**src/hw/rtl/acls_pkg.sv**
```systemverilog
// Shared types and constants for the ANSI colour line splitter.
package acls_pkg;

  // Byte codes the parser looks for
  localparam logic [7:0] CH_ESC     = 8'h1B;
  localparam logic [7:0] CH_NL      = 8'h0A;
  localparam logic [7:0] CH_SEQ_END = 8'h6D;  // 'm'
  localparam logic [7:0] CH_BRACKET = 8'h5B;  // '['
  localparam logic [7:0] CH_SEMI    = 8'h3B;  // ';'
  localparam logic [7:0] CH_PLUS    = 8'h2B;
  localparam logic [7:0] CH_MINUS   = 8'h2D;
  localparam logic [7:0] CH_ZERO    = 8'h30;
  localparam logic [7:0] CH_NINE    = 8'h39;
  localparam logic [7:0] CH_SPACE   = 8'h20;
  localparam logic [7:0] CH_TAB     = 8'h09;
  localparam logic [7:0] CH_CR      = 8'h0D;

  localparam logic [2:0] PREFIX_LEN = 3'd5;
  localparam int         MAX_BEATS  = 3;

  // Top-level parse mode
  typedef enum logic [1:0] {
    MODE_TEXT = 2'd0,
    MODE_ESC  = 2'd1,
    MODE_SEQ  = 2'd2
  } mode_t;

  // Progress through one numeric parameter
  typedef enum logic [1:0] {
    PH_WAIT   = 2'd0,
    PH_SIGN   = 2'd1,
    PH_DIGITS = 2'd2,
    PH_DONE   = 2'd3
  } phase_t;

  // Results of one input byte, as handed from front to back
  typedef struct packed {
    logic [1:0]                     cnt;    // number of beats, 1 to 3
    logic [MAX_BEATS-1:0]           done;   // per beat: end-of-line item
    logic [MAX_BEATS-1:0][7:0]      txt;    // per beat: text byte
    logic [23:0]                    color;  // colour for the end item
  } rec_t;

  // Queue status seen by front and back
  typedef struct packed {
    logic full;
    logic nonempty;
  } qstat_t;

  // Characters of the truecolour prefix "38;2;"
  function automatic logic [7:0] prefix_char(input logic [2:0] idx);
    logic [7:0] c;
    case (idx)
      3'd0:    c = 8'h33;
      3'd1:    c = 8'h38;
      3'd2:    c = CH_SEMI;
      3'd3:    c = 8'h32;
      3'd4:    c = CH_SEMI;
      default: c = 8'h00;
    endcase
    return c;
  endfunction

endpackage

```
**src/hw/rtl/acls_front.sv**
```systemverilog
// Front end: parses each byte, updates line state and builds a result record.
module acls_front (
  input  logic                clk,
  input  logic                rst,
  input  logic                in_valid,
  input  logic [7:0]          in_byte,
  input  logic                in_last,
  output logic                in_ready,
  input  acls_pkg::qstat_t    qstat,
  output logic                push,
  output acls_pkg::rec_t      push_rec
);
  import acls_pkg::*;

  mode_t       mode, mode_next;
  logic [2:0]  pcount, pcount_next;
  logic        pok, pok_next;
  logic [1:0]  nidx, nidx_next;
  phase_t      phase, phase_next;
  logic        neg, neg_next;
  logic [7:0]  acc, acc_next;
  logic [7:0]  red, red_next;
  logic [7:0]  green, green_next;
  logic        failed, failed_next;
  logic [23:0] color, color_next;
  logic        nonempty, nonempty_next;
  rec_t        rec;
  logic        accept;

  function automatic logic is_blank(input logic [7:0] b);
    return (b == CH_SPACE) || ((b >= CH_TAB) && (b <= CH_CR));
  endfunction

  // Append one beat to a record
  function automatic rec_t add_beat(input rec_t r, input logic [7:0] t,
                                    input logic d);
    rec_t o;
    o = r;
    o.txt[r.cnt]  = t;
    o.done[r.cnt] = d;
    o.cnt         = r.cnt + 2'd1;
    return o;
  endfunction

  assign in_ready = !qstat.full;
  assign accept   = in_valid && in_ready;
  assign push     = accept && (rec.cnt != 2'd0);
  assign push_rec = rec;

  // Per-byte parse and record build
  always_comb begin
    logic        skip;
    logic        digit;
    logic [7:0]  d;
    logic [7:0]  sv;
    logic [7:0]  blue;
    logic        ok;
    mode_next     = mode;
    pcount_next   = pcount;
    pok_next      = pok;
    nidx_next     = nidx;
    phase_next    = phase;
    neg_next      = neg;
    acc_next      = acc;
    red_next      = red;
    green_next    = green;
    failed_next   = failed;
    color_next    = color;
    nonempty_next = nonempty;
    rec           = '0;
    skip          = 1'b0;
    digit         = (in_byte >= CH_ZERO) && (in_byte <= CH_NINE);
    d             = in_byte - CH_ZERO;
    sv            = neg ? (8'd0 - acc) : acc;
    blue          = 8'd0;
    ok            = 1'b0;

    if (in_byte == CH_NL) begin
      if (mode == MODE_ESC) rec = add_beat(rec, CH_ESC, 1'b0);
      if (nonempty) rec = add_beat(rec, 8'd0, 1'b1);
      rec.color     = color;
      mode_next     = MODE_TEXT;
      color_next    = 24'd0;
      nonempty_next = 1'b0;
      pcount_next = '0; pok_next = 1'b1; nidx_next = '0; phase_next = PH_WAIT;
      neg_next = 1'b0; acc_next = '0; red_next = '0; green_next = '0;
      failed_next = 1'b0;
    end else begin
      nonempty_next = 1'b1;
      // pending ESC resolves on this byte
      if (mode == MODE_ESC) begin
        if (in_byte == CH_BRACKET) begin
          mode_next = MODE_SEQ;
          skip      = 1'b1;
          pcount_next = '0; pok_next = 1'b1; nidx_next = '0; phase_next = PH_WAIT;
          neg_next = 1'b0; acc_next = '0; red_next = '0; green_next = '0;
          failed_next = 1'b0;
        end else begin
          rec       = add_beat(rec, CH_ESC, 1'b0);
          mode_next = MODE_TEXT;
        end
      end
      if (!skip) begin
        if (mode_next == MODE_SEQ) begin
          if (in_byte == CH_SEQ_END) begin
            // close sequence: take the colour if the scan completed
            if (pok && !failed && (pcount == PREFIX_LEN)) begin
              if (phase == PH_DONE) begin
                blue = acc;
                ok   = 1'b1;
              end else if ((phase == PH_DIGITS) && (nidx >= 2'd2)) begin
                blue = sv;
                ok   = 1'b1;
              end
              if (ok) color_next = {red, green, blue};
            end
            mode_next = MODE_TEXT;
            pcount_next = '0; pok_next = 1'b1; nidx_next = '0; phase_next = PH_WAIT;
            neg_next = 1'b0; acc_next = '0; red_next = '0; green_next = '0;
            failed_next = 1'b0;
          end else if (pok && !failed) begin
            if (pcount < PREFIX_LEN) begin
              if (in_byte == prefix_char(pcount)) pcount_next = pcount + 3'd1;
              else pok_next = 1'b0;
            end else begin
              case (phase)
                PH_WAIT: begin
                  if (digit) begin
                    acc_next   = d;
                    phase_next = PH_DIGITS;
                  end else if ((in_byte == CH_PLUS) || (in_byte == CH_MINUS)) begin
                    neg_next   = (in_byte == CH_MINUS);
                    phase_next = PH_SIGN;
                  end else if (!is_blank(in_byte)) begin
                    failed_next = 1'b1;
                  end
                end
                PH_SIGN: begin
                  if (digit) begin
                    acc_next   = d;
                    phase_next = PH_DIGITS;
                  end else begin
                    failed_next = 1'b1;
                  end
                end
                PH_DIGITS: begin
                  if (digit) begin
                    acc_next = 8'((acc * 8'd10) + d);
                  end else if (nidx >= 2'd2) begin
                    acc_next   = sv;
                    neg_next   = 1'b0;
                    phase_next = PH_DONE;
                  end else if (in_byte == CH_SEMI) begin
                    if (nidx == 2'd0) red_next = sv;
                    else green_next = sv;
                    nidx_next  = nidx + 2'd1;
                    phase_next = PH_WAIT;
                    neg_next   = 1'b0;
                    acc_next   = 8'd0;
                  end else begin
                    failed_next = 1'b1;
                  end
                end
                default: ;
              endcase
            end
          end
        end else if (in_byte == CH_ESC) begin
          mode_next = MODE_ESC;
        end else begin
          mode_next = MODE_TEXT;
          rec       = add_beat(rec, in_byte, 1'b0);
        end
      end
      // end of chunk closes the line
      if (in_last) begin
        if (mode_next == MODE_ESC) rec = add_beat(rec, CH_ESC, 1'b0);
        rec           = add_beat(rec, 8'd0, 1'b1);
        rec.color     = color_next;
        mode_next     = MODE_TEXT;
        color_next    = 24'd0;
        nonempty_next = 1'b0;
        pcount_next = '0; pok_next = 1'b1; nidx_next = '0; phase_next = PH_WAIT;
        neg_next = 1'b0; acc_next = '0; red_next = '0; green_next = '0;
        failed_next = 1'b0;
      end
    end
  end

  // Parser state
  always_ff @(posedge clk) begin
    if (rst) begin
      mode     <= MODE_TEXT;
      pcount   <= '0;
      pok      <= 1'b1;
      nidx     <= '0;
      phase    <= PH_WAIT;
      neg      <= 1'b0;
      acc      <= '0;
      red      <= '0;
      green    <= '0;
      failed   <= 1'b0;
      color    <= '0;
      nonempty <= 1'b0;
    end else if (accept) begin
      mode     <= mode_next;
      pcount   <= pcount_next;
      pok      <= pok_next;
      nidx     <= nidx_next;
      phase    <= phase_next;
      neg      <= neg_next;
      acc      <= acc_next;
      red      <= red_next;
      green    <= green_next;
      failed   <= failed_next;
      color    <= color_next;
      nonempty <= nonempty_next;
    end
  end

endmodule

```
**src/hw/rtl/acls_queue.sv**
```systemverilog
// Small record queue between parser front end and output back end.
module acls_queue #(
  parameter int DEPTH = 4
) (
  input  logic              clk,
  input  logic              rst,
  input  logic              push,
  input  acls_pkg::rec_t    push_rec,
  input  logic              pop,
  output acls_pkg::rec_t    head_rec,
  output acls_pkg::qstat_t  qstat
);
  import acls_pkg::*;

  localparam int PW = (DEPTH > 1) ? $clog2(DEPTH) : 1;
  localparam int CW = $clog2(DEPTH + 1);

  rec_t          store [DEPTH];
  logic [PW-1:0] wptr, rptr;
  logic [CW-1:0] count;
  logic          do_push, do_pop;

  assign do_push        = push && (count != CW'(DEPTH));
  assign do_pop         = pop && (count != '0);
  assign head_rec       = store[rptr];
  assign qstat.full     = (count == CW'(DEPTH));
  assign qstat.nonempty = (count != '0);

  // Entry storage
  always_ff @(posedge clk) begin
    if (do_push) store[wptr] <= push_rec;
  end

  // Pointers and fill count
  always_ff @(posedge clk) begin
    if (rst) begin
      wptr  <= '0;
      rptr  <= '0;
      count <= '0;
    end else begin
      if (do_push) wptr <= (wptr == PW'(DEPTH - 1)) ? '0 : wptr + PW'(1);
      if (do_pop)  rptr <= (rptr == PW'(DEPTH - 1)) ? '0 : rptr + PW'(1);
      case ({do_push, do_pop})
        2'b10:   count <= count + CW'(1);
        2'b01:   count <= count - CW'(1);
        default: count <= count;
      endcase
    end
  end

endmodule

```
**src/hw/rtl/acls_back.sv**
```systemverilog
// Back end: unrolls each record into output beats, one per cycle while out_ready is high.
module acls_back (
  input  logic              clk,
  input  logic              rst,
  input  acls_pkg::rec_t    head_rec,
  input  acls_pkg::qstat_t  qstat,
  output logic              pop,
  output logic              out_valid,
  input  logic              out_ready,
  output logic [7:0]        out_text,
  output logic              out_done,
  output logic [23:0]       out_color,
  output logic              out_last
);
  import acls_pkg::*;

  rec_t       cur;
  logic       cur_valid;
  logic [1:0] idx;
  logic       load;

  assign out_valid = cur_valid;
  assign out_text  = cur.txt[idx];
  assign out_done  = cur.done[idx];
  assign out_color = cur.done[idx] ? cur.color : 24'd0;
  assign out_last  = (idx == (cur.cnt - 2'd1));
  assign load      = !cur_valid || (out_ready && out_last);
  assign pop       = load && qstat.nonempty;

  // Current record payload
  always_ff @(posedge clk) begin
    if (pop) cur <= head_rec;
  end

  // Beat sequencing
  always_ff @(posedge clk) begin
    if (rst) begin
      cur_valid <= 1'b0;
      idx       <= '0;
    end else if (load) begin
      cur_valid <= qstat.nonempty;
      idx       <= '0;
    end else if (out_ready) begin
      idx <= idx + 2'd1;
    end
  end

endmodule

```
**src/hw/rtl/ansi_color_line_splitter_core.sv**
```systemverilog
// Top level of the ANSI colour line splitter: front parser, queue, back end.
//
//  channel   dir  fields (low bit first)
//  s_axis    in   tdata: data_byte[7:0]; tlast: chunk_end
//  m_axis    out  tdata: text_byte[7:0], line_color[31:8]; tuser: line_done;
//                 tlast: last result of an input byte
//
// One input byte is accepted every cycle while the queue has room. Each byte
// yields zero to three output beats, sent one per cycle while the output is
// ready; bytes with no result never enter the queue. A record is queued, then
// loaded into the back end, before it is sent. A stalled output fills the
// QUEUE_DEPTH-entry queue, then holds s_axis_tready low. Synchronous reset
// returns the parser to text mode with black colour and empties the queue.
module ansi_color_line_splitter_core #(
  parameter int QUEUE_DEPTH = 4
) (
  input  logic        clk,
  input  logic        rst,
  input  logic        s_axis_tvalid,
  output logic        s_axis_tready,
  input  logic [7:0]  s_axis_tdata,   // [7:0] data_byte
  input  logic        s_axis_tlast,
  output logic        m_axis_tvalid,
  input  logic        m_axis_tready,
  output logic [31:0] m_axis_tdata,   // [7:0] text_byte, [31:8] line_color
  output logic        m_axis_tuser,   // [0] line_done
  output logic        m_axis_tlast
);
  import acls_pkg::*;

  qstat_t      qstat;
  rec_t        push_rec, head_rec;
  logic        push, pop;
  logic [7:0]  out_text;
  logic [23:0] out_color;

  acls_front u_front (
    .clk      (clk),
    .rst      (rst),
    .in_valid (s_axis_tvalid),
    .in_byte  (s_axis_tdata),
    .in_last  (s_axis_tlast),
    .in_ready (s_axis_tready),
    .qstat    (qstat),
    .push     (push),
    .push_rec (push_rec)
  );

  acls_queue #(.DEPTH(QUEUE_DEPTH)) u_queue (
    .clk      (clk),
    .rst      (rst),
    .push     (push),
    .push_rec (push_rec),
    .pop      (pop),
    .head_rec (head_rec),
    .qstat    (qstat)
  );

  acls_back u_back (
    .clk       (clk),
    .rst       (rst),
    .head_rec  (head_rec),
    .qstat     (qstat),
    .pop       (pop),
    .out_valid (m_axis_tvalid),
    .out_ready (m_axis_tready),
    .out_text  (out_text),
    .out_done  (m_axis_tuser),
    .out_color (out_color),
    .out_last  (m_axis_tlast)
  );

  assign m_axis_tdata = {out_color, out_text};

  // An end-of-line item always closes the results of its byte
  assert property (@(posedge clk) disable iff (rst)
    (m_axis_tvalid && m_axis_tuser) |-> m_axis_tlast)
    else $error("end item not marked last");

  // Text items carry no colour
  assert property (@(posedge clk) disable iff (rst)
    (m_axis_tvalid && !m_axis_tuser) |-> (m_axis_tdata[31:8] == 24'd0))
    else $error("text item with colour");

  // Front never pushes into a full queue
  assert property (@(posedge clk) disable iff (rst)
    qstat.full |-> !push)
    else $error("push into full queue");

  // Nothing is offered right after reset
  assert property (@(posedge clk) (!rst && $past(rst)) |-> !m_axis_tvalid)
    else $error("output valid after reset");

endmodule

```
**config.mk**
```make
export PLATFORM = sky130hd
export DESIGN_NAME = ansi_color_line_splitter_core
export DESIGN_NICKNAME = d
export VERILOG_FILES = /design/src/hw/rtl/acls_pkg.sv /design/src/hw/rtl/acls_front.sv /design/src/hw/rtl/acls_queue.sv /design/src/hw/rtl/acls_back.sv /design/src/hw/rtl/ansi_color_line_splitter_core.sv
export SDC_FILE = /design/constraint.sdc
export NUM_CORES = 1
export LEC_CHECK = 0
export BUFFER_PORTS_ARGS = -buffer_cell sky130_fd_sc_hd__buf_4
export CORE_MARGIN = 1
export CORE_UTILIZATION = 40
export CTS_CLUSTER_DIAMETER = 80
export DETAILED_ROUTE_END_ITERATION = 12
export SYNTH_ARGS = -nofsm -noshare
export SYNTH_HDL_FRONTEND = slang
export SYNTH_SLANG_ARGS = --single-unit
```
**constraint.sdc**
```tcl
create_clock -name clk -period 5.3 [get_ports clk]
set_clock_uncertainty 0.15 [all_clocks]
set_input_delay 0.265 -clock clk [delete_from_list [all_inputs] [get_ports clk]]
set_output_delay 0.265 -clock clk [all_outputs]
set_load 0.03 [all_outputs]
```
==> out/qor.csv <==
stage,metric,value,unit
power_and_ir_drop,ir_drop,0.304,mV
die,fp.dieArea,0.0352,mm²
logic_synthesis,synth_top_area_share,50.1,%
die,rows,67,
grt,track_usage,17.6,%
critical_path,end_kind,flop,
power_and_ir_drop,switching_share,28.2,%
critical_path,worst-path-buf-inv,4,
clock_tree,clock_path_buffers,3,
die,die_h,188,µm
power_and_ir_drop,intPower,0.00495,W
clock_tree,clkTransAtPathRegs,0.06,ns
outcome,status,completed,
die,initial_utilization,40.9,%
logic_synthesis,syn-cell-area,0.0138,mm²
layout,diodes,0,
grt,overflow,0,
logic_synthesis,synth_edf_count,230,
critical_path,critical_path_class,reg2reg,
die,die_x,188,µm
timing,post-route-period-util,90.3,%
detailed_routing,first_pass_iters,8,
critical_path,reg2reg_slack,0.51,ns
grt,top_usage_layer,met2,
clock_tree,cts-buffers-inserted,31,
detailed_routing,first_iter_violations,809,
logic_synthesis,synth-main-ff-cell,edfxtp_1,
grt,antenna_found_initial,0,
die,core_area,0.0337,mm²
timing,slew_violations,0,
layout,fill_cells,3023,
grt,grt.met1_usage,24.8,%
logic_synthesis,synth_nets,1073,
timing,finalSetupViolations,0,
timing,timing.hold.ws,0.0208,ns
critical_path,cp_top_family,adder cells,
clock_tree,cts-root-buf,clkbuf_16,
grt,grt_pass1_wl,48.7,mm
power_and_ir_drop,p_clk_share,33.6,%
layout,drive_gt1_share,16.7,%
timing,setup_tns,0,ns
place,dp_hpwl,21.1,mm
logic_synthesis,yosysMostFrequentCell,edfxtp_1,
logic_synthesis,ys_seq_area_share,60.4,%
detailed_routing,drc,0,
place,numPortBuffers,48,
timing,max_freq,0.209,GHz
layout,regArea,0.00833,mm²
grt,grtUsageMet3,2.71,%
timing,timing.slew.headroom,35.3,%
timing,min_period,4.79,ns
job,cap_violations,0,
critical_path,path_cells,inv_1 > ha_1 > or3b_1 > a21boi_0 > nand2_1 > ha_1 > mux2i_1 > nor2_1 > inv_1 > ha_1 > nor2_1 > a31oi_1 > a21oi_2 > inv_1 > ha_1 > inv_1 > fa_1 > xor2_1 > or3_1 > a21oi_1,
power_and_ir_drop,p_per_area,440,mW/mm²
power_and_ir_drop,combPwrFrac,21.4,%
layout,fin_nets,1107,
power_and_ir_drop,p_leak,5.40,nW
clock_tree,clk_latency,0.56,ns
logic_synthesis,async_flop_share,0,%
die,ios,49,
hold_path,worstHoldPathType,in2reg,
logic_synthesis,netlist_top_cells_area,"edfxtp_1 (50%), dfxtp_1 (10%), mux4_2 (7.5%)",
timing,rsz0062_at_grt,false,
logic_synthesis,synth.distinct_cells,84,
timing,hold_viol,0,
logic_synthesis,synthCells,1015,
critical_path,required,5.63,ns
logic_synthesis,avgSynthCellArea,13.6,µm²
clock_tree,post_cts_buffers,0,
logic_synthesis,ys_ff_latch,301,
critical_path,crit_slowest_cell,ha_1,
detailed_routing,drt-vias-per-instance,5.66,
timing,worstMarginPinSlew,0.970,ns
logic_synthesis,yosys_warnings,0,
clock_tree,htree_levels,1,
detailed_routing,wl_per_cell,20.6,µm
critical_path,cp.arrival,5.12,ns
critical_path,critPathLaunchType,flop,
logic_synthesis,yosysTopAreaCell,edfxtp_1,
detailed_routing,drtAntennaViolNets,0,
logic_synthesis,synth_common_cells,"edfxtp_1 (230), dfxtp_1 (71), nor2_1 (66), nand2_1 (57), a21oi_1 (49)",
power_and_ir_drop,switching_power,0.00194,W
detailed_routing,via_count,8621,
grt,grt_util_met2,27.7,%
clock_tree,cts_tree,yes,
detailed_routing,routed_wl,31.3,mm
power_and_ir_drop,power.total,0.00690,W
clock_tree,clkSinkCount,301,
critical_path,path_max_fanout,15,
critical_path,slowest_delay,0.47,ns
layout,multi_input_area,0.00511,mm²
place,gp_congestion,0.923,
grt,grt_max_degree,50,
power_and_ir_drop,seqPwrFrac,45.0,%
grt,grt_pass1_vias,8376,
layout,area_growth,13.8,%
==> final cells by class <==
| class | count | share of cell area (%) |
|---|---|---|
| clock buffers | 35 | 5.04 |
| clock inverters | 23 | 1.95 |
| inverters | 28 | 0.670 |
| multi-input cells | 630 | 32.6 |
| flip-flops and latches | 301 | 53.1 |
| well taps | 448 | 3.57 |
| repair buffers | 57 | 3.06 |
==> state kept, by name, summed over array words and instances (netlist names) <==
| signal | flops |
|---|---|
| u_front.green | 8 |
| u_front.pok | 1 |
| u_front.neg | 1 |
| u_queue.rptr | 2 |
| u_front.pcount | 3 |
| u_front.phase | 2 |
| u_front.nonempty | 1 |
| u_front.failed | 1 |
| u_front.mode | 2 |
| u_front.nidx | 2 |
| u_queue.count | 3 |
| u_back.idx | 2 |
| u_back.cur | 46 |
| u_front.color | 24 |
| u_queue.wptr | 2 |
| u_front.acc | 8 |
| u_queue.store | 184 |
| u_front.red | 8 |
| u_back.out_valid | 1 |
==> repair_timing <==
| action | CTS | global route |
|---|---|---|
| resized for setup | 0 | 0 |
| endpoints found under the hold margin | 2 | 0 |
| hold buffers | 1 | 0 |
==> worst paths after layout <==
path	end	cells past startpoint	startpoint
setup / recovery	u_queue.count[2]	20	u_front.mode[1]
hold / removal	u_queue.store[3][37]	2	s_axis_tdata[5]
setup reg to reg	u_queue.count[2]	20	u_front.mode[1]
hold reg to reg	u_front.color[15]	1	u_front.color[15]
==> kinds of logic after synthesis <==
kind of cell,synth area share (%)
adders and majority gates,4.25
muxes,8.69
xor gates and xnor gates,1.50
and+or+nand+nor,10.7
buffers and inverters,2.61
DFF,60.4
AOI/OAI and AO/OA,11.9
==> layout by cell type (no fill, tap or decap), drive strengths merged, types with 5 or more instances in the layout <==
master | Yosys | final
edfxtp | 230 | 230
dfxtp | 71 | 71
nor2 | 66 | 66
nand2 | 58 | 58
buf | 28 | 56
a21oi | 51 | 51
mux4 | 46 | 46
ha | 42 | 42
o21ai | 42 | 42
a22o | 40 | 40
and2 | 35 | 35
clkbuf | 28 | 35
inv | 27 | 31
nor3 | 26 | 26
mux2i | 15 | 15
and3 | 13 | 13
clkinv | 1 | 13
xnor2 | 12 | 12
nand2b | 12 | 12
nand3 | 12 | 12
a22oi | 10 | 10
o31ai | 9 | 9
xor2 | 9 | 9
or3 | 9 | 9
o22ai | 9 | 9
a211oi | 9 | 9
bufinv | 0 | 7
nor4 | 7 | 7
a31oi | 6 | 6
a21o | 6 | 6
a32oi | 5 | 5
==> per-stage QoR <==
| step | instance area, µm² | worst slack, ns | cells | utilization, % |
|---|---|---|---|---|
| 2_1_floorplan | 13800 | 0.777 | 1015 | - |
| 3_3_place_gp | 14600 | 0.679 | 1463 | 43.3 |
| 3_5_place_dp | 14600 | 0.588 | 1463 | 43.3 |
| 4_1_cts | 15700 | 0.535 | 1522 | 46.6 |
| 5_1_grt | 15700 | 0.134 | 1522 | 46.6 |
| 6_report | 15700 | 0.512 | 1522 | 46.6 |
==> per-layer routing <==
layer,vias up,wire [µm]
li1,3995,-
met1,4273,14200
met2,279,14300
met3,74,1880
met4,0,988
met5,-,0
==> power groups by stage <==
stage	clock network (W)	registers (W)	logic, W
2_1_floorplan	0	0.00306	0.00107
3_3_place_gp	0	0.00315	0.00149
3_5_place_dp	0	0.00316	0.00151
4_1_cts	0.00237	0.00311	0.00151
5_1_grt	0.00246	0.00315	0.00158
6_report	0.00232	0.00310	0.00148
(Power assumes the default switching activity.)
